<file path="src/rtl/core/hash_dictionary_synonym_chain_assert.svh">
// ----------------------------------------------------------------------------
// Assertion macros for the hash dictionary block
// Same-cycle and next-cycle implication checks with reset disable.
// ----------------------------------------------------------------------------
`ifndef HASH_DICTIONARY_SYNONYM_CHAIN_ASSERT_SVH
`define HASH_DICTIONARY_SYNONYM_CHAIN_ASSERT_SVH

// antecedent implies consequent in the same cycle
`define HDSC_ASSERT_NOW(label, clk, rst_n, ante, cons) \
    label: assert property (@(posedge clk) disable iff (!rst_n) (ante) |-> (cons)) \
        else $error("hdsc same-cycle check failed");

// antecedent implies consequent in the next cycle
`define HDSC_ASSERT_NEXT(label, clk, rst_n, ante, cons) \
    label: assert property (@(posedge clk) disable iff (!rst_n) (ante) |=> (cons)) \
        else $error("hdsc next-cycle check failed");

`endif

</file>
<file path="src/rtl/core/hdsc_pkg.sv">
// ----------------------------------------------------------------------------
// hdsc_pkg
// Types, codes and defaults shared by the hash dictionary modules.
// ----------------------------------------------------------------------------
package hdsc_pkg;

    // default geometry
    localparam int PRIME_SLOTS_DEF = 16;
    localparam int TOTAL_SLOTS_DEF = 32;

    // keys are hashed relative to lower-case 'a'
    localparam int KEY_BASE = 97;

    // request codes (code 3 behaves as a query)
    typedef enum logic [1:0] {
        ACT_INSERT = 2'd0,
        ACT_DELETE = 2'd1,
        ACT_QUERY  = 2'd2
    } action_t;

    // result codes
    typedef enum logic [2:0] {
        RES_INSERTED    = 3'd0,
        RES_PRESENT     = 3'd1,
        RES_OVERFLOW    = 3'd2,
        RES_DELETED     = 3'd3,
        RES_NOT_PRESENT = 3'd4,
        RES_FOUND       = 3'd5,
        RES_NOT_FOUND   = 3'd6
    } result_t;

    // prime slot status, empty must encode as zero
    typedef enum logic [1:0] {
        SLOT_EMPTY   = 2'd0,
        SLOT_USED    = 2'd1,
        SLOT_DELETED = 2'd2
    } slot_state_t;

    // sequencer states
    typedef enum logic [1:0] {
        FSM_IDLE,
        FSM_HOME,
        FSM_WALK,
        FSM_RESP
    } fsm_state_t;

endpackage

</file>
<file path="src/rtl/core/hdsc_prime_ram.sv">
// ----------------------------------------------------------------------------
// hdsc_prime_ram
// Prime area storage: synchronous RAM with per-entry valid bits so that an
// entry never written since reset reads as all zeros (empty, null link).
// ----------------------------------------------------------------------------
module hdsc_prime_ram #(
    parameter int DEPTH = hdsc_pkg::PRIME_SLOTS_DEF,
    parameter int AW    = 4,
    parameter int WIDTH = 16
) (
    input  logic             clk,
    input  logic             rst_n,
    input  logic             rd_en,
    input  logic [AW-1:0]    rd_addr,
    output logic [WIDTH-1:0] rd_data,
    input  logic             wr_en,
    input  logic [AW-1:0]    wr_addr,
    input  logic [WIDTH-1:0] wr_data
);

    logic [WIDTH-1:0] mem [DEPTH];
    logic [DEPTH-1:0] valid_reg;
    logic [WIDTH-1:0] rd_q_reg;
    logic             rd_valid_reg;

    // array write and registered read
    always_ff @(posedge clk)
    begin
        if (wr_en)
        begin
            mem[wr_addr] <= wr_data;
        end
        if (rd_en)
        begin
            rd_q_reg <= mem[rd_addr];
        end
    end

    // valid bits and the valid flag of the read data
    always_ff @(posedge clk or negedge rst_n)
    begin
        if (!rst_n)
        begin
            valid_reg    <= '0;
            rd_valid_reg <= 1'b0;
        end
        else
        begin
            if (wr_en)
            begin
                valid_reg[wr_addr] <= 1'b1;
            end
            if (rd_en)
            begin
                rd_valid_reg <= valid_reg[rd_addr];
            end
        end
    end

    // unwritten entry reads as the reset value
    assign rd_data = rd_valid_reg ? rd_q_reg : '0;

endmodule

</file>
<file path="src/rtl/core/hdsc_syn_ram.sv">
// ----------------------------------------------------------------------------
// hdsc_syn_ram
// Synonym area storage: one write port, one read port, registered read data.
// ----------------------------------------------------------------------------
module hdsc_syn_ram #(
    parameter int DEPTH = 16,
    parameter int AW    = 4,
    parameter int WIDTH = 14
) (
    input  logic             clk,
    input  logic             rd_en,
    input  logic [AW-1:0]    rd_addr,
    output logic [WIDTH-1:0] rd_data,
    input  logic             wr_en,
    input  logic [AW-1:0]    wr_addr,
    input  logic [WIDTH-1:0] wr_data
);

    logic [WIDTH-1:0] mem [DEPTH];
    logic [WIDTH-1:0] rd_q_reg;

    // write and registered read
    always_ff @(posedge clk)
    begin
        if (wr_en)
        begin
            mem[wr_addr] <= wr_data;
        end
        if (rd_en)
        begin
            rd_q_reg <= mem[rd_addr];
        end
    end

    assign rd_data = rd_q_reg;

endmodule

</file>
<file path="src/rtl/core/hash_dictionary_synonym_chain.sv">
// ----------------------------------------------------------------------------
// hash_dictionary_synonym_chain
// Byte-key set with a prime area and a linked synonym overflow area.
// ----------------------------------------------------------------------------
//
//  Channel | Signals                            | Direction
//  --------+------------------------------------+----------
//  request | in_valid, in_stall, action, key    | in
//  result  | out_valid, out_stall, status, found| out
//
// One transaction at a time: accept in idle, home slot decision, then one
// walk state per synonym link followed (n, 0 .. TOTAL_SLOTS-PRIME_SLOTS),
// one synonym RAM read per link, then the response state loads the result
// register. Reset is asynchronous, active low; the prime area reads empty at
// once through its valid bits, no clearing pass. A result still stalled in
// the output register holds the next transaction in its response state;
// in_stall is high until it is taken.
// ----------------------------------------------------------------------------
`include "hash_dictionary_synonym_chain_assert.svh"

module hash_dictionary_synonym_chain #(
    parameter int PRIME_SLOTS = hdsc_pkg::PRIME_SLOTS_DEF,
    parameter int TOTAL_SLOTS = hdsc_pkg::TOTAL_SLOTS_DEF
) (
    input  logic       clk,
    input  logic       rst_n,
    input  logic       in_valid,
    output logic       in_stall,
    input  logic [1:0] action,
    input  logic [7:0] key,
    output logic       out_valid,
    input  logic       out_stall,
    output logic [2:0] status,
    output logic       found
);

    // geometry
    localparam int MaxSlots  = (TOTAL_SLOTS > PRIME_SLOTS) ? TOTAL_SLOTS : PRIME_SLOTS;
    localparam int SynDepth  = (TOTAL_SLOTS > PRIME_SLOTS) ? TOTAL_SLOTS - PRIME_SLOTS : 1;
    localparam int PAW       = $clog2(PRIME_SLOTS);
    localparam int IW        = $clog2(MaxSlots);
    localparam int SAW       = (SynDepth > 1) ? $clog2(SynDepth) : 1;
    localparam int NFW       = $clog2(MaxSlots + 1);
    localparam int KeyOffset =
        (PRIME_SLOTS - (hdsc_pkg::KEY_BASE % PRIME_SLOTS)) % PRIME_SLOTS;

    typedef struct packed {
        hdsc_pkg::slot_state_t st;
        logic [7:0]            key;
        logic                  lv;
        logic [IW-1:0]         link;
    } prime_ent_t;

    typedef struct packed {
        logic [7:0]    key;
        logic          lv;
        logic [IW-1:0] link;
    } syn_ent_t;

    localparam int PW = $bits(prime_ent_t);
    localparam int SW = $bits(syn_ent_t);

    // home slot of every byte key, (key - 'a') mod PRIME_SLOTS
    function automatic logic [256*PAW-1:0] build_home_lut();
        logic [256*PAW-1:0] lut;
        int                 v;
        lut = '0;
        for (int k = 0; k < 256; k++)
        begin
            v = k + KeyOffset;
            while (v >= PRIME_SLOTS)
            begin
                v = v - PRIME_SLOTS;
            end
            lut[k*PAW +: PAW] = PAW'(v);
        end
        return lut;
    endfunction

    localparam logic [256*PAW-1:0] HomeLut = build_home_lut();

    // slot index to synonym RAM address
    function automatic logic [SAW-1:0] syn_addr(input logic [IW-1:0] idx);
        logic [IW-1:0] diff;
        diff = idx - IW'(PRIME_SLOTS);
        return diff[SAW-1:0];
    endfunction

    // state and payload registers
    hdsc_pkg::fsm_state_t state_reg, state_next;
    logic [NFW-1:0]       nf_reg, nf_next;
    logic                 out_valid_reg, out_valid_next;
    hdsc_pkg::result_t    out_status_reg, out_status_next;
    logic                 out_found_reg, out_found_next;
    logic [1:0]           act_reg, act_next;
    logic [7:0]           key_reg, key_next;
    logic [PAW-1:0]       home_reg, home_next;
    prime_ent_t           home_ent_reg, home_ent_next;
    logic [IW-1:0]        cur_reg, cur_next;
    logic [IW-1:0]        prev_reg, prev_next;
    syn_ent_t             prev_ent_reg, prev_ent_next;
    logic                 prev_prime_reg, prev_prime_next;
    hdsc_pkg::result_t    res_status_reg, res_status_next;
    logic                 res_found_reg, res_found_next;

    // memory ports
    logic           prime_rd_en, prime_wr_en;
    logic [PAW-1:0] prime_rd_addr;
    logic [PW-1:0]  prime_rd_data;
    prime_ent_t     prime_wr_data;
    logic           syn_rd_en, syn_wr_en;
    logic [SAW-1:0] syn_rd_addr, syn_wr_addr;
    logic [SW-1:0]  syn_rd_data;
    syn_ent_t       syn_wr_data;

    // decoded read data
    prime_ent_t     pe;
    syn_ent_t       se;
    prime_ent_t     hent;
    logic [PAW-1:0] home_in;
    logic           is_insert, is_delete;
    logic           home_empty, home_match, home_walk;
    logic           syn_match, walk_more;
    logic           out_free;
    logic           miss_end;

    assign home_in    = HomeLut[key*PAW +: PAW];
    assign pe         = prime_ent_t'(prime_rd_data);
    assign se         = syn_ent_t'(syn_rd_data);
    assign hent       = (state_reg == hdsc_pkg::FSM_HOME) ? pe : home_ent_reg;
    assign is_insert  = act_reg == hdsc_pkg::ACT_INSERT;
    assign is_delete  = act_reg == hdsc_pkg::ACT_DELETE;
    assign home_empty = pe.st == hdsc_pkg::SLOT_EMPTY;
    assign home_match = (pe.st == hdsc_pkg::SLOT_USED) && (pe.key == key_reg);
    assign home_walk  = !home_empty && !home_match && pe.lv;
    assign syn_match  = se.key == key_reg;
    assign walk_more  = !syn_match && se.lv;
    assign out_free   = !out_valid_reg || !out_stall;

    // memories
    hdsc_prime_ram #(
        .DEPTH (PRIME_SLOTS),
        .AW    (PAW),
        .WIDTH (PW)
    ) u_prime_ram (
        .clk     (clk),
        .rst_n   (rst_n),
        .rd_en   (prime_rd_en),
        .rd_addr (prime_rd_addr),
        .rd_data (prime_rd_data),
        .wr_en   (prime_wr_en),
        .wr_addr (home_reg),
        .wr_data (prime_wr_data)
    );

    hdsc_syn_ram #(
        .DEPTH (SynDepth),
        .AW    (SAW),
        .WIDTH (SW)
    ) u_syn_ram (
        .clk     (clk),
        .rd_en   (syn_rd_en),
        .rd_addr (syn_rd_addr),
        .rd_data (syn_rd_data),
        .wr_en   (syn_wr_en),
        .wr_addr (syn_wr_addr),
        .wr_data (syn_wr_data)
    );

    // next state
    always_comb
    begin
        state_next = state_reg;
        case (state_reg)
            hdsc_pkg::FSM_IDLE:
            begin
                if (in_valid)
                begin
                    state_next = hdsc_pkg::FSM_HOME;
                end
            end
            hdsc_pkg::FSM_HOME:
            begin
                state_next = home_walk ? hdsc_pkg::FSM_WALK : hdsc_pkg::FSM_RESP;
            end
            hdsc_pkg::FSM_WALK:
            begin
                state_next = walk_more ? hdsc_pkg::FSM_WALK : hdsc_pkg::FSM_RESP;
            end
            hdsc_pkg::FSM_RESP:
            begin
                if (out_free)
                begin
                    state_next = hdsc_pkg::FSM_IDLE;
                end
            end
            default:
            begin
                state_next = hdsc_pkg::FSM_IDLE;
            end
        endcase
    end

    // datapath, memory accesses and result
    always_comb
    begin
        act_next        = act_reg;
        key_next        = key_reg;
        home_next       = home_reg;
        home_ent_next   = home_ent_reg;
        cur_next        = cur_reg;
        prev_next       = prev_reg;
        prev_ent_next   = prev_ent_reg;
        prev_prime_next = prev_prime_reg;
        res_status_next = res_status_reg;
        res_found_next  = res_found_reg;
        nf_next         = nf_reg;
        prime_rd_en     = 1'b0;
        prime_rd_addr   = home_in;
        prime_wr_en     = 1'b0;
        prime_wr_data   = '0;
        syn_rd_en       = 1'b0;
        syn_rd_addr     = '0;
        syn_wr_en       = 1'b0;
        syn_wr_addr     = '0;
        syn_wr_data     = '0;
        miss_end        = 1'b0;

        case (state_reg)
            // capture the transaction and read its home slot
            hdsc_pkg::FSM_IDLE:
            begin
                if (in_valid)
                begin
                    act_next    = action;
                    key_next    = key;
                    home_next   = home_in;
                    prime_rd_en = 1'b1;
                end
            end

            // decide on the home slot
            hdsc_pkg::FSM_HOME:
            begin
                home_ent_next = pe;
                if (home_empty)
                begin
                    if (is_insert)
                    begin
                        prime_wr_en     = 1'b1;
                        prime_wr_data   = '{hdsc_pkg::SLOT_USED, key_reg, pe.lv, pe.link};
                        res_status_next = hdsc_pkg::RES_INSERTED;
                    end
                    else if (is_delete)
                    begin
                        res_status_next = hdsc_pkg::RES_NOT_PRESENT;
                    end
                    else
                    begin
                        res_status_next = hdsc_pkg::RES_NOT_FOUND;
                    end
                    res_found_next = 1'b0;
                end
                else if (home_match)
                begin
                    if (is_insert)
                    begin
                        res_status_next = hdsc_pkg::RES_PRESENT;
                    end
                    else if (is_delete)
                    begin
                        prime_wr_en     = 1'b1;
                        prime_wr_data   = '{hdsc_pkg::SLOT_DELETED, pe.key, pe.lv, pe.link};
                        res_status_next = hdsc_pkg::RES_DELETED;
                    end
                    else
                    begin
                        res_status_next = hdsc_pkg::RES_FOUND;
                    end
                    res_found_next = 1'b1;
                end
                else if (pe.lv)
                begin
                    cur_next        = pe.link;
                    prev_prime_next = 1'b1;
                    syn_rd_en       = 1'b1;
                    syn_rd_addr     = syn_addr(pe.link);
                end
                else
                begin
                    miss_end = 1'b1;
                end
            end

            // follow one synonym link
            hdsc_pkg::FSM_WALK:
            begin
                if (syn_match)
                begin
                    if (is_insert)
                    begin
                        res_status_next = hdsc_pkg::RES_PRESENT;
                    end
                    else if (is_delete)
                    begin
                        // unlink: predecessor takes over the hit's link
                        if (prev_prime_reg)
                        begin
                            prime_wr_en   = 1'b1;
                            prime_wr_data = '{home_ent_reg.st, home_ent_reg.key,
                                              se.lv, se.link};
                        end
                        else
                        begin
                            syn_wr_en   = 1'b1;
                            syn_wr_addr = syn_addr(prev_reg);
                            syn_wr_data = '{prev_ent_reg.key, se.lv, se.link};
                        end
                        res_status_next = hdsc_pkg::RES_DELETED;
                    end
                    else
                    begin
                        res_status_next = hdsc_pkg::RES_FOUND;
                    end
                    res_found_next = 1'b1;
                end
                else if (se.lv)
                begin
                    prev_next       = cur_reg;
                    prev_ent_next   = se;
                    prev_prime_next = 1'b0;
                    cur_next        = se.link;
                    syn_rd_en       = 1'b1;
                    syn_rd_addr     = syn_addr(se.link);
                end
                else
                begin
                    miss_end = 1'b1;
                end
            end

            hdsc_pkg::FSM_RESP:
            begin
            end

            default:
            begin
            end
        endcase

        // key absent from the home slot and its whole chain
        if (miss_end)
        begin
            res_found_next = 1'b0;
            if (is_insert)
            begin
                if (hent.st == hdsc_pkg::SLOT_DELETED)
                begin
                    prime_wr_en     = 1'b1;
                    prime_wr_data   = '{hdsc_pkg::SLOT_USED, key_reg, hent.lv, hent.link};
                    res_status_next = hdsc_pkg::RES_INSERTED;
                end
                else if (nf_reg < NFW'(TOTAL_SLOTS))
                begin
                    // new synonym entry at the head of the chain
                    syn_wr_en       = 1'b1;
                    syn_wr_addr     = syn_addr(IW'(nf_reg));
                    syn_wr_data     = '{key_reg, hent.lv, hent.link};
                    prime_wr_en     = 1'b1;
                    prime_wr_data   = '{hent.st, hent.key, 1'b1, IW'(nf_reg)};
                    nf_next         = nf_reg + 1'b1;
                    res_status_next = hdsc_pkg::RES_INSERTED;
                end
                else
                begin
                    res_status_next = hdsc_pkg::RES_OVERFLOW;
                end
            end
            else if (is_delete)
            begin
                res_status_next = hdsc_pkg::RES_NOT_PRESENT;
            end
            else
            begin
                res_status_next = hdsc_pkg::RES_NOT_FOUND;
            end
        end
    end

    // output register
    always_comb
    begin
        out_valid_next  = out_valid_reg;
        out_status_next = out_status_reg;
        out_found_next  = out_found_reg;
        if (out_valid_reg && !out_stall)
        begin
            out_valid_next = 1'b0;
        end
        if ((state_reg == hdsc_pkg::FSM_RESP) && out_free)
        begin
            out_valid_next  = 1'b1;
            out_status_next = res_status_reg;
            out_found_next  = res_found_reg;
        end
    end

    // control registers
    always_ff @(posedge clk or negedge rst_n)
    begin
        if (!rst_n)
        begin
            state_reg     <= hdsc_pkg::FSM_IDLE;
            nf_reg        <= NFW'(PRIME_SLOTS);
            out_valid_reg <= 1'b0;
        end
        else
        begin
            state_reg     <= state_next;
            nf_reg        <= nf_next;
            out_valid_reg <= out_valid_next;
        end
    end

    // payload registers
    always_ff @(posedge clk)
    begin
        act_reg        <= act_next;
        key_reg        <= key_next;
        home_reg       <= home_next;
        home_ent_reg   <= home_ent_next;
        cur_reg        <= cur_next;
        prev_reg       <= prev_next;
        prev_ent_reg   <= prev_ent_next;
        prev_prime_reg <= prev_prime_next;
        res_status_reg <= res_status_next;
        res_found_reg  <= res_found_next;
        out_status_reg <= out_status_next;
        out_found_reg  <= out_found_next;
    end

    assign in_stall  = state_reg != hdsc_pkg::FSM_IDLE;
    assign out_valid = out_valid_reg;
    assign status    = out_status_reg;
    assign found     = out_found_reg;

    // checks
    `HDSC_ASSERT_NEXT(a_accept_reads_home, clk, rst_n, in_valid && !in_stall, state_reg == hdsc_pkg::FSM_HOME)
    `HDSC_ASSERT_NOW(a_syn_write_has_room, clk, rst_n, syn_wr_en && is_insert, nf_reg < NFW'(TOTAL_SLOTS))
    `HDSC_ASSERT_NEXT(a_next_free_monotonic, clk, rst_n, 1'b1, nf_reg >= $past(nf_reg))
    `HDSC_ASSERT_NOW(a_write_only_at_end, clk, rst_n, prime_wr_en || syn_wr_en, state_next == hdsc_pkg::FSM_RESP)

endmodule
</file>
<file path="config.mk">
export PLATFORM = sky130hd
export DESIGN_NAME = hash_dictionary_synonym_chain
export DESIGN_NICKNAME = d
export VERILOG_FILES = /design/src/rtl/core/hdsc_pkg.sv /design/src/rtl/core/hdsc_prime_ram.sv /design/src/rtl/core/hdsc_syn_ram.sv /design/src/rtl/core/hash_dictionary_synonym_chain.sv
export VERILOG_INCLUDE_DIRS = /design/src /design/src/rtl/core
export SDC_FILE = /design/constraint.sdc
export NUM_CORES = 1
export LEC_CHECK = 0
export BUFFER_PORTS_ARGS = -buffer_cell sky130_fd_sc_hd__buf_2
export CAP_MARGIN = 20
export CORE_MARGIN = 1
export CORE_UTILIZATION = 39
export CTS_CLUSTER_SIZE = 14
export DETAILED_ROUTE_END_ITERATION = 16
export GPL_ROUTABILITY_DRIVEN = 0
export PLACE_DENSITY = 0.52
export SLEW_MARGIN = 5
export SYNTH_ARGS = -nofsm -noshare
export SYNTH_HDL_FRONTEND = slang
export SYNTH_HIERARCHICAL = 1
export SYNTH_SLANG_ARGS = --single-unit
export TNS_END_PERCENT = 5
</file>
<file path="constraint.sdc">
create_clock -name clk -period 9 [get_ports clk]
set_clock_uncertainty 0.05 [all_clocks]
set_input_delay 0.9 -clock clk [delete_from_list [all_inputs] [get_ports clk]]
set_output_delay 0.9 -clock clk [all_outputs]
set_load 0.02 [all_outputs]
</file>
# Yosys cells after proc, flatten, opt, wreduce, memory -nomap -nowiden
# Memory sizes are Yosys's and may differ from the RTL's. A register that Yosys moved wholly into a read port is not among the register bits.
# Index checks and enable logic that the tools add are counted.
op_classes:
  div: 0
  muxes: 120
  reduce_logical: 27
  order_cmp: 4
  n_shift: 1
  eq_ne: 19
  add_sub_neg: 5
  bitwise: 3
  n_mul: 0
op_table:
  columns: ["op", "n"]
  rows:
  - ["variable part select 1024 x 11 -> 4 bit (first input constant)", 1]
  - ["2-to-1 mux 16 bit", 14]
  - ["2-to-1 mux 14 bit", 9]
  - ["2-to-1 mux 4 bit", 19]
  - ["2-to-1 mux 1 bit", 52]
  - ["case mux 16 bit (2 select lines)", 1]
  - ["2-to-1 mux 3 bit", 8]
  - ["equality test 8 bit", 2]
  - ["OR 16 bit", 1]
  - ["case mux 4 bit (2 select lines)", 2]
  - ["subtractor 4 x 1 -> 4 bit (second input constant)", 4]
  - ["2-to-1 mux 15 bit", 1]
  - ["!= test 2 bit (second input constant)", 7]
  - ["< comparator 4 x 5 -> 1 bit (second input constant)", 2]
  - ["2-to-1 mux 2 bit", 5]
  - ["case mux 1 bit (2 select lines)", 5]
  - ["AND reduction 3 bit", 3]
  - ["case mux 2 bit (4 select lines)", 1]
  - ["logical AND 1 bit", 7]
  - ["adder 6 x 1 -> 6 bit (second input constant)", 1]
  - ["equality test 2 x 1 -> 1 bit (second input constant)", 3]
  - ["equality test 2 bit (second input constant)", 3]
  - ["logical NOT 2 bit", 3]
  - ["< comparator 6 bit (second input constant)", 1]
  - ["15 further kinds", 24]
word_totals:
  rom_bits: 0
  inputBits: 14
  output_inout_bits: 6
  memories: 2
  regBits: 81
  mem_bits_rw: 480
  wordCells: 201
  latch_bits: 0
mem_list:
  columns: ["memory", "depth", "word_bits", "rd", "rd_ports_with_merged_regs", "write_ports", "line", "source"]
  rows:
  - ["u_prime_ram.mem", 16, 16, 1, 1, 1, "hdsc_prime_ram.sv:21", "logic [WIDTH-1:0] mem [DEPTH];"]
  - ["u_syn_ram.mem", 16, 14, 1, 1, 1, "hdsc_syn_ram.sv:19", "logic [WIDTH-1:0] mem [DEPTH];"]

# Logic depth before layout (Yosys ltp)
# Gate-level depths: netlist (run 1).
depth:
  depth_word: 12
  depth_mapped: 13
  depth_no_buf: 10

# Cells and area by module
# Netlist (run 1), hierarchy kept.
modules_own_cells:
  columns: ["mod", "cells_per_inst", "n_inst", "seq_area_each_um2", "area_each_um2"]
  rows:
  - ["hdsc_prime_ram", 453, 1, 8593.2, 10996.8]
  - ["hdsc_syn_ram", 379, 1, 7146.9, 8903.5]
  - ["hash_dictionary_synonym_chain", 327, 1, 1707.9, 3574.7]

# Worst setup path before layout (run 1)
# OpenSTA, ideal clock, no wires.
synth_timing:
  path_type: "register to register"
  startpoint: "register u_prime_ram.rd_valid_reg"
  endpoint: "memory u_prime_ram.mem[0][0], enable pin"
  arrival_ps: 3795
  path_slack_ps: 4744
  path_buffers: 3
  setup_time_ps: 411
  stages_incl_launch_ff: 13
  required_ps: 8539
  cell_sequence: "dfrtp_1 > clkbuf_1 > and2_1 > xnor2_1 > nand3_1 > nor4_1 > or2_2 > clkbuf_1 > buf_4 > nor2_1 > o22ai_1 > or3b_2 > nor3_1"
synth_rtl:
  columns: ["item", "line", "source"]
  rows:
  - ["start, declared", "hdsc_prime_ram.sv:24", "logic rd_valid_reg;"]
  - ["start signal, assigned", "hdsc_prime_ram.sv:55", "rd_valid_reg <= valid_reg[rd_addr];"]
  - ["end, declared", "hdsc_prime_ram.sv:21", null]

==> results of run 1 <==
==> report_power, final <==
group | switching, mW | total [mW] | internal (mW)
logic | 0.485 | 0.785 | 0.300
registers | 0.0925 | 3.13 | 3.03
clock network | 0.965 | 2.35 | 1.39
==> final timing paths <==
path / from / to / slack, ns / depth (start not counted)
max: u_prime_ram/rd_valid_reg / u_syn_ram/rd_data[13] / 3.98 / 10
min: rst_n / u_prime_ram/valid_reg[10] / 0.27 / 1
max reg2reg: u_prime_ram/rd_valid_reg / u_syn_ram/rd_data[13] / 3.98 / 10
min reg2reg: cur_reg[0] / prev_reg[0] / 0.37 / 0
max in group asynchronous: rst_n / nf_reg[0] / 8.21 / 1
min in group clk: cur_reg[0] / prev_reg[0] / 0.37 / 0
==> metal layers <==
metal / GRT usage, % / routed length [um] / up-vias
met5: 0 / 0 / -
li1: - / - / 4685
met4: 5.21 / 1090 / 0
met1: 24.6 / 22400 / 5730
met2: 31.6 / 26100 / 236
met3: 2.87 / 2130 / 70
==> metrics by stage <==
| stage | setup WS [ns] | power, mW |
|---|---|---|
| after CTS | 3.87 | 6.33 |
| after floorplan | 4.84 | 3.71 |
| final | 3.98 | 6.26 |
| after global placement | 4.00 | 3.96 |
| after global routing | 3.61 | 6.50 |
| after detailed placement | 3.89 | 3.97 |
==> layout make-up <==
class / count / share of cell area (%)
clock buffer: 71 / 5.85
clock inverter: 32 / 1.47
inverter: 20 / 0.307
multi-input combinational: 477 / 21.7
sequential: 556 / 65.0
tap: 756 / 3.75
timing repair buffer: 72 / 1.98
==> reports/metrics.csv, run 1 <==
metric,value,unit
status,completed,
Starting Density,39.4,%
Routed Antenna Nets,0,
Worst Path Required,9.27,ns
layout cells sized above 1,30.5,%
Slew Limit Fails,0,
# Max-Cap Violations,0,
CP Cell Sequence,and2_1 > or2_2 > nand2_1 > nor3_1 > a22oi_1 > nor2_4 > buf_4 > mux4_2 > a22oi_1 > nand2_1,
startpoint types,register,
clock latency on the worst-skew pair,0.60,ns
Rows,87,
register area,16400,um2
CP Capture Type,register,
core area,56300,um2
WL per Instance,26.0,um
max FFs per register,240,
hold buffer count at CTS,0,
Setup Crit Path Kind,register to register,
CTS tree,yes,
Chip Width,240,um
first-pass GRT wire length,76100,um
"Design Area, Final",25300,um2
vias,10721,
final net count,1205,
fill count,4894,
CP bufs+invs,1,
Crit path max-delay family,simple AND/OR/NAND/NOR gates,
worst min path class,input pin to asynchronous set/reset pin,
CP Data Arrival Time,5.29,ns
Worst Tran Pin Value,1.12,ns
number of global-route vias before repair,11037,
largest net degree at the start of global routing,48,
"Core Util, Final",44.9,%
DIE AREA,57800,um2
worst vdd ir,0.179,mV
Multi-input gate area,5470,um2
Tmin final,5.02,ns
CTS resizes,0,
DP HPWL,32200,um
I/O Buffers,19,
Root Buffer,clkbuf_16,
diode count,0,
H-Tree Depth,2,
vias per cell,5.40,
drt pass-1 iters,8,
slowest CP cell,buf_4,
Placement Cell Area,23400,um2
setup total negative slack,0,ns
# setup viols final,0,
Hold WS,0.268,ns
most frequent cells in the layout,"514 x edfxtp_1, 129 x mux4_2, 56 x clkbuf_16",
Worst path max stage delay,0.78,ns
Total GRT Usage,18.5,%
"most common cell after layout, fill and taps aside",edfxtp_1,
Final period util,55.7,%
Syn. warnings,6,
Crit Path Max Fanout,44,
clk slew on worst S/H paths,0.06,ns
chip height,240,um
Cells after Synth,1106,
Leak,7.75,nW
initial antenna violation count,3,
drt total wl,51700,um
Syn Area/Cell,20.0,um2
dpl cells,1878,
"Cell Area, Synth",22200,um2
Power Dens Cells,248,nW/um2
Worst slew margin,25.3,%
fmax,199,MHz
fin cells,1984,
IO Pins,20,
Syn Nets,1128,
Syn-to-layout area delta,13.9,%
Bufs on Longest Clock Path,3,
Num CTS Buffers,56,
RSZ-0062 raised after global routing,false,
Post-CTS Setup Inserts,0,
total global routing overflow,0,
Final Hold Fails,0,
Iteration-0 DRC Markers,1018,
DRC,0,
clock sink total,556,
(Power assumes the default switching activity.)
==> run 2, diff against run 1 <==
--- a/config.mk
+++ b/config.mk
@@ -13,7 +13,7 @@
 export CTS_CLUSTER_SIZE = 14
 export DETAILED_ROUTE_END_ITERATION = 16
 export GPL_ROUTABILITY_DRIVEN = 0
-export PLACE_DENSITY = 0.52
+export PLACE_DENSITY = 0.53
 export SLEW_MARGIN = 5
 export SYNTH_ARGS = -nofsm -noshare
 export SYNTH_HDL_FRONTEND = slang
==> constraint.sdc (replaced) <==
create_clock -name clk -period 4.14 [get_ports clk]
set_clock_uncertainty 0.05 [all_clocks]
set_input_delay 0.414 -clock clk [delete_from_list [all_inputs] [get_ports clk]]
set_output_delay 0.414 -clock clk [all_outputs]
set_load 0.02 [all_outputs]
==> run 2 against run 1 <==
Clock power up 110%. Total power rose by 120%. Highest routed layer unchanged. Sequential share of layout area is 1.4 points lower. Largest cell class unchanged. Critical path depth up 1. Largest power group unchanged. Wire length fell by 1.6%. Cell count rose by 3.9%. First-iteration DRC count shrank 14%.
==> reports/metrics.csv, run 2 (synthesis gave the netlist of run 1 again) <==
metric,value,unit,change
I/O Buffers,19,,unchanged
dpl cells,1933,,"was 1,878"
vias per cell,5.31,,was 5.40
clock sink total,556,,unchanged
number of global-route vias before repair,11285,,"was 11,037"
Bufs on Longest Clock Path,3,,unchanged
Power Dens Cells,528,nW/um2,was 248 nW/um2
H-Tree Depth,2,,unchanged
max FFs per register,240,,unchanged
Critical path origin,u_prime_ram/rd_valid_reg,,unchanged
startpoint types,register,,unchanged
initial antenna violation count,1,,was 3
"most common cell after layout, fill and taps aside",edfxtp_1,,unchanged
first-pass GRT wire length,74800,um,"was 76,100 um"
clk slew on worst S/H paths,0.06,ns,about the same
fin cells,2061,,"was 1,984"
setup total negative slack,0,ns,unchanged
Final Hold Fails,0,,unchanged
status,completed,,unchanged
Slew Limit Fails,0,,unchanged
most frequent cells in the layout,"514 x edfxtp_1, 129 x mux4_2, 111 x buf_4",,"was 514 x edfxtp_1, 129 x mux4_2, 56 x clkbuf_16"
Chip Width,240,um,unchanged
Worst Path Required,4.43,ns,was 9.27 ns
Routed Antenna Nets,0,,unchanged
CP Capture Point,u_syn_ram/rd_data[3],,was u_syn_ram/rd_data[13]
DRC,0,,unchanged
worst vdd ir,0.329,mV,was 0.179 mV
Final period util,94.1,%,was 55.7%
DP HPWL,33000,um,"was 32,200 um"
Worst Tran Pin Value,1.01,ns,was 1.12 ns
drt total wl,50900,um,"was 51,700 um"
worst min path class,input pin to register,,was input pin to asynchronous set/reset pin
chip height,240,um,unchanged
IO Pins,20,,unchanged
flop-to-flop setup slack,0.24,ns,was 3.98 ns
slowest CP cell,dfrtp_1,,was buf_4
critical path depth in cells,11,,was 10
Total GRT Usage,18.0,%,was 18.5%
Rows,87,,unchanged
Hold WS,0.145,ns,was 0.268 ns
Worst path max stage delay,0.58,ns,was 0.78 ns
RSZ-0062 raised after global routing,false,,unchanged
layout cells sized above 1,33.4,%,was 30.5%
CTS tree,yes,,unchanged
Worst slew margin,32.7,%,was 25.3%
Starting Density,39.4,%,unchanged
fmax,257,MHz,was 199 MHz
"Core Util, Final",45.9,%,was 44.9%
Root Buffer,clkbuf_16,,unchanged
clock latency on the worst-skew pair,0.61,ns,was 0.60 ns
Crit path max-delay family,simple AND/OR/NAND/NOR gates,,unchanged
CP bufs+invs,1,,unchanged
Crit Path Max Fanout,16,,was 44
final net count,1278,,"was 1,205"
Syn-to-layout area delta,16.4,%,was 13.9%
most frequent CP cell,a22oi_1,,
core area,56300,um2,unchanged
Setup Crit Path Kind,register to register,,unchanged
DIE AREA,57800,um2,unchanged
Leak,8.12,nW,was 7.75 nW
# setup viols final,0,,unchanged
CP Capture Type,register,,unchanged
# Max-Cap Violations,0,,unchanged
Num CTS Buffers,57,,was 56
Multi-input gate area,5450,um2,was 5470 um2
FF-to-FF End,u_syn_ram/rd_data[3],,was u_syn_ram/rd_data[13]
vias,10950,,"was 10,721"
total global routing overflow,0,,unchanged
Iteration-0 DRC Markers,880,,"was 1,018"
fill count,4848,,"was 4,894"
CTS resizes,0,,unchanged
CP Data Arrival Time,4.18,ns,was 5.29 ns
r2r startpoint,u_prime_ram/rd_valid_reg,,unchanged
WL per Instance,24.7,um,was 26.0 um
drt pass-1 iters,5,,was 8
total power,13.6,mW,was 6.26 mW
largest net degree at the start of global routing,34,,was 48
Tmin final,3.90,ns,was 5.02 ns
CP Cell Sequence,and2_1 > xnor2_1 > nand3_1 > nor4_4 > nor3_1 > a22oi_1 > nor2_4 > buf_4 > mux4_2 > a22oi_1 > nand2_1,,was and2_1 > or2_2 > nand2_1 > nor3_1 > a22oi_1 > nor2_4 > buf_4 > mux4_2 > a22oi_1 > nand2_1
register area,16400,um2,unchanged
reg2reg path depth,11,,was 10
==> run 2: area by class of cell <==
class                           instances  share of cell area, %
Sequential cell                       556                   63.6
Multi-Input combinational cell        478                   21.1
Clock buffer                           70                   5.84
Timing Repair Buffer                  143                   4.18
Tap cell                              756                   3.67
Clock inverter                         37                   1.31
Inverter                               20                  0.301
Antenna cell                            1                0.00970
==> run 2: what timing repair did <==
item | 4_1_cts | 5_1_grt
buffers inserted | 0 | 8
endpoints found under the setup margin | 0 | 13
hold buffers | 11 | 0
endpoints found under the hold margin | 35 | 0
==> run 2: worst min-delay path by stage <==
stage | cells after the start | to | start | slack (ns)
finish | 1 | key_reg[0] | key[0] | 0.15
global route | 1 | key_reg[0] | key[0] | 0.13
CTS | 1 | key_reg[0] | key[0] | 0.12
detailed placement | 0 | status[0] | res_status_reg[0] | 0.36
global placement | 0 | prev_reg[3] | cur_reg[3] | 0.35
floorplan | 0 | nf_reg[0] | rst_n | 0.07
==> run 2: metal layers <==
metal / share of wire (%) / GRT usage [%] / wire length [um]
met2: 50 / 30.2 / 25400
met1: 43 / 24.4 / 22100
met3: 4.8 / 2.93 / 2460
met4: 1.8 / 4.86 / 910
met5: 0 / 0 / 0
==> run 2: power breakdown <==
part | total (mW) | switching [mW] | leakage, nW | internal [mW]
Combinational | 1.78 | 1.04 | 2.39 | 0.741
Clock | 5.04 | 2.13 | 0.912 | 2.90
Sequential | 6.81 | 0.213 | 4.82 | 6.59
==> run 2: metrics by stage <==
step	area [um2]	setup slack [ns]
after floorplan	22200	0.308
after global placement	23800	0.112
after detailed placement	23800	0.0884
after CTS	25700	0.0551
after global routing	25800	0.00204
final	25800	0.243
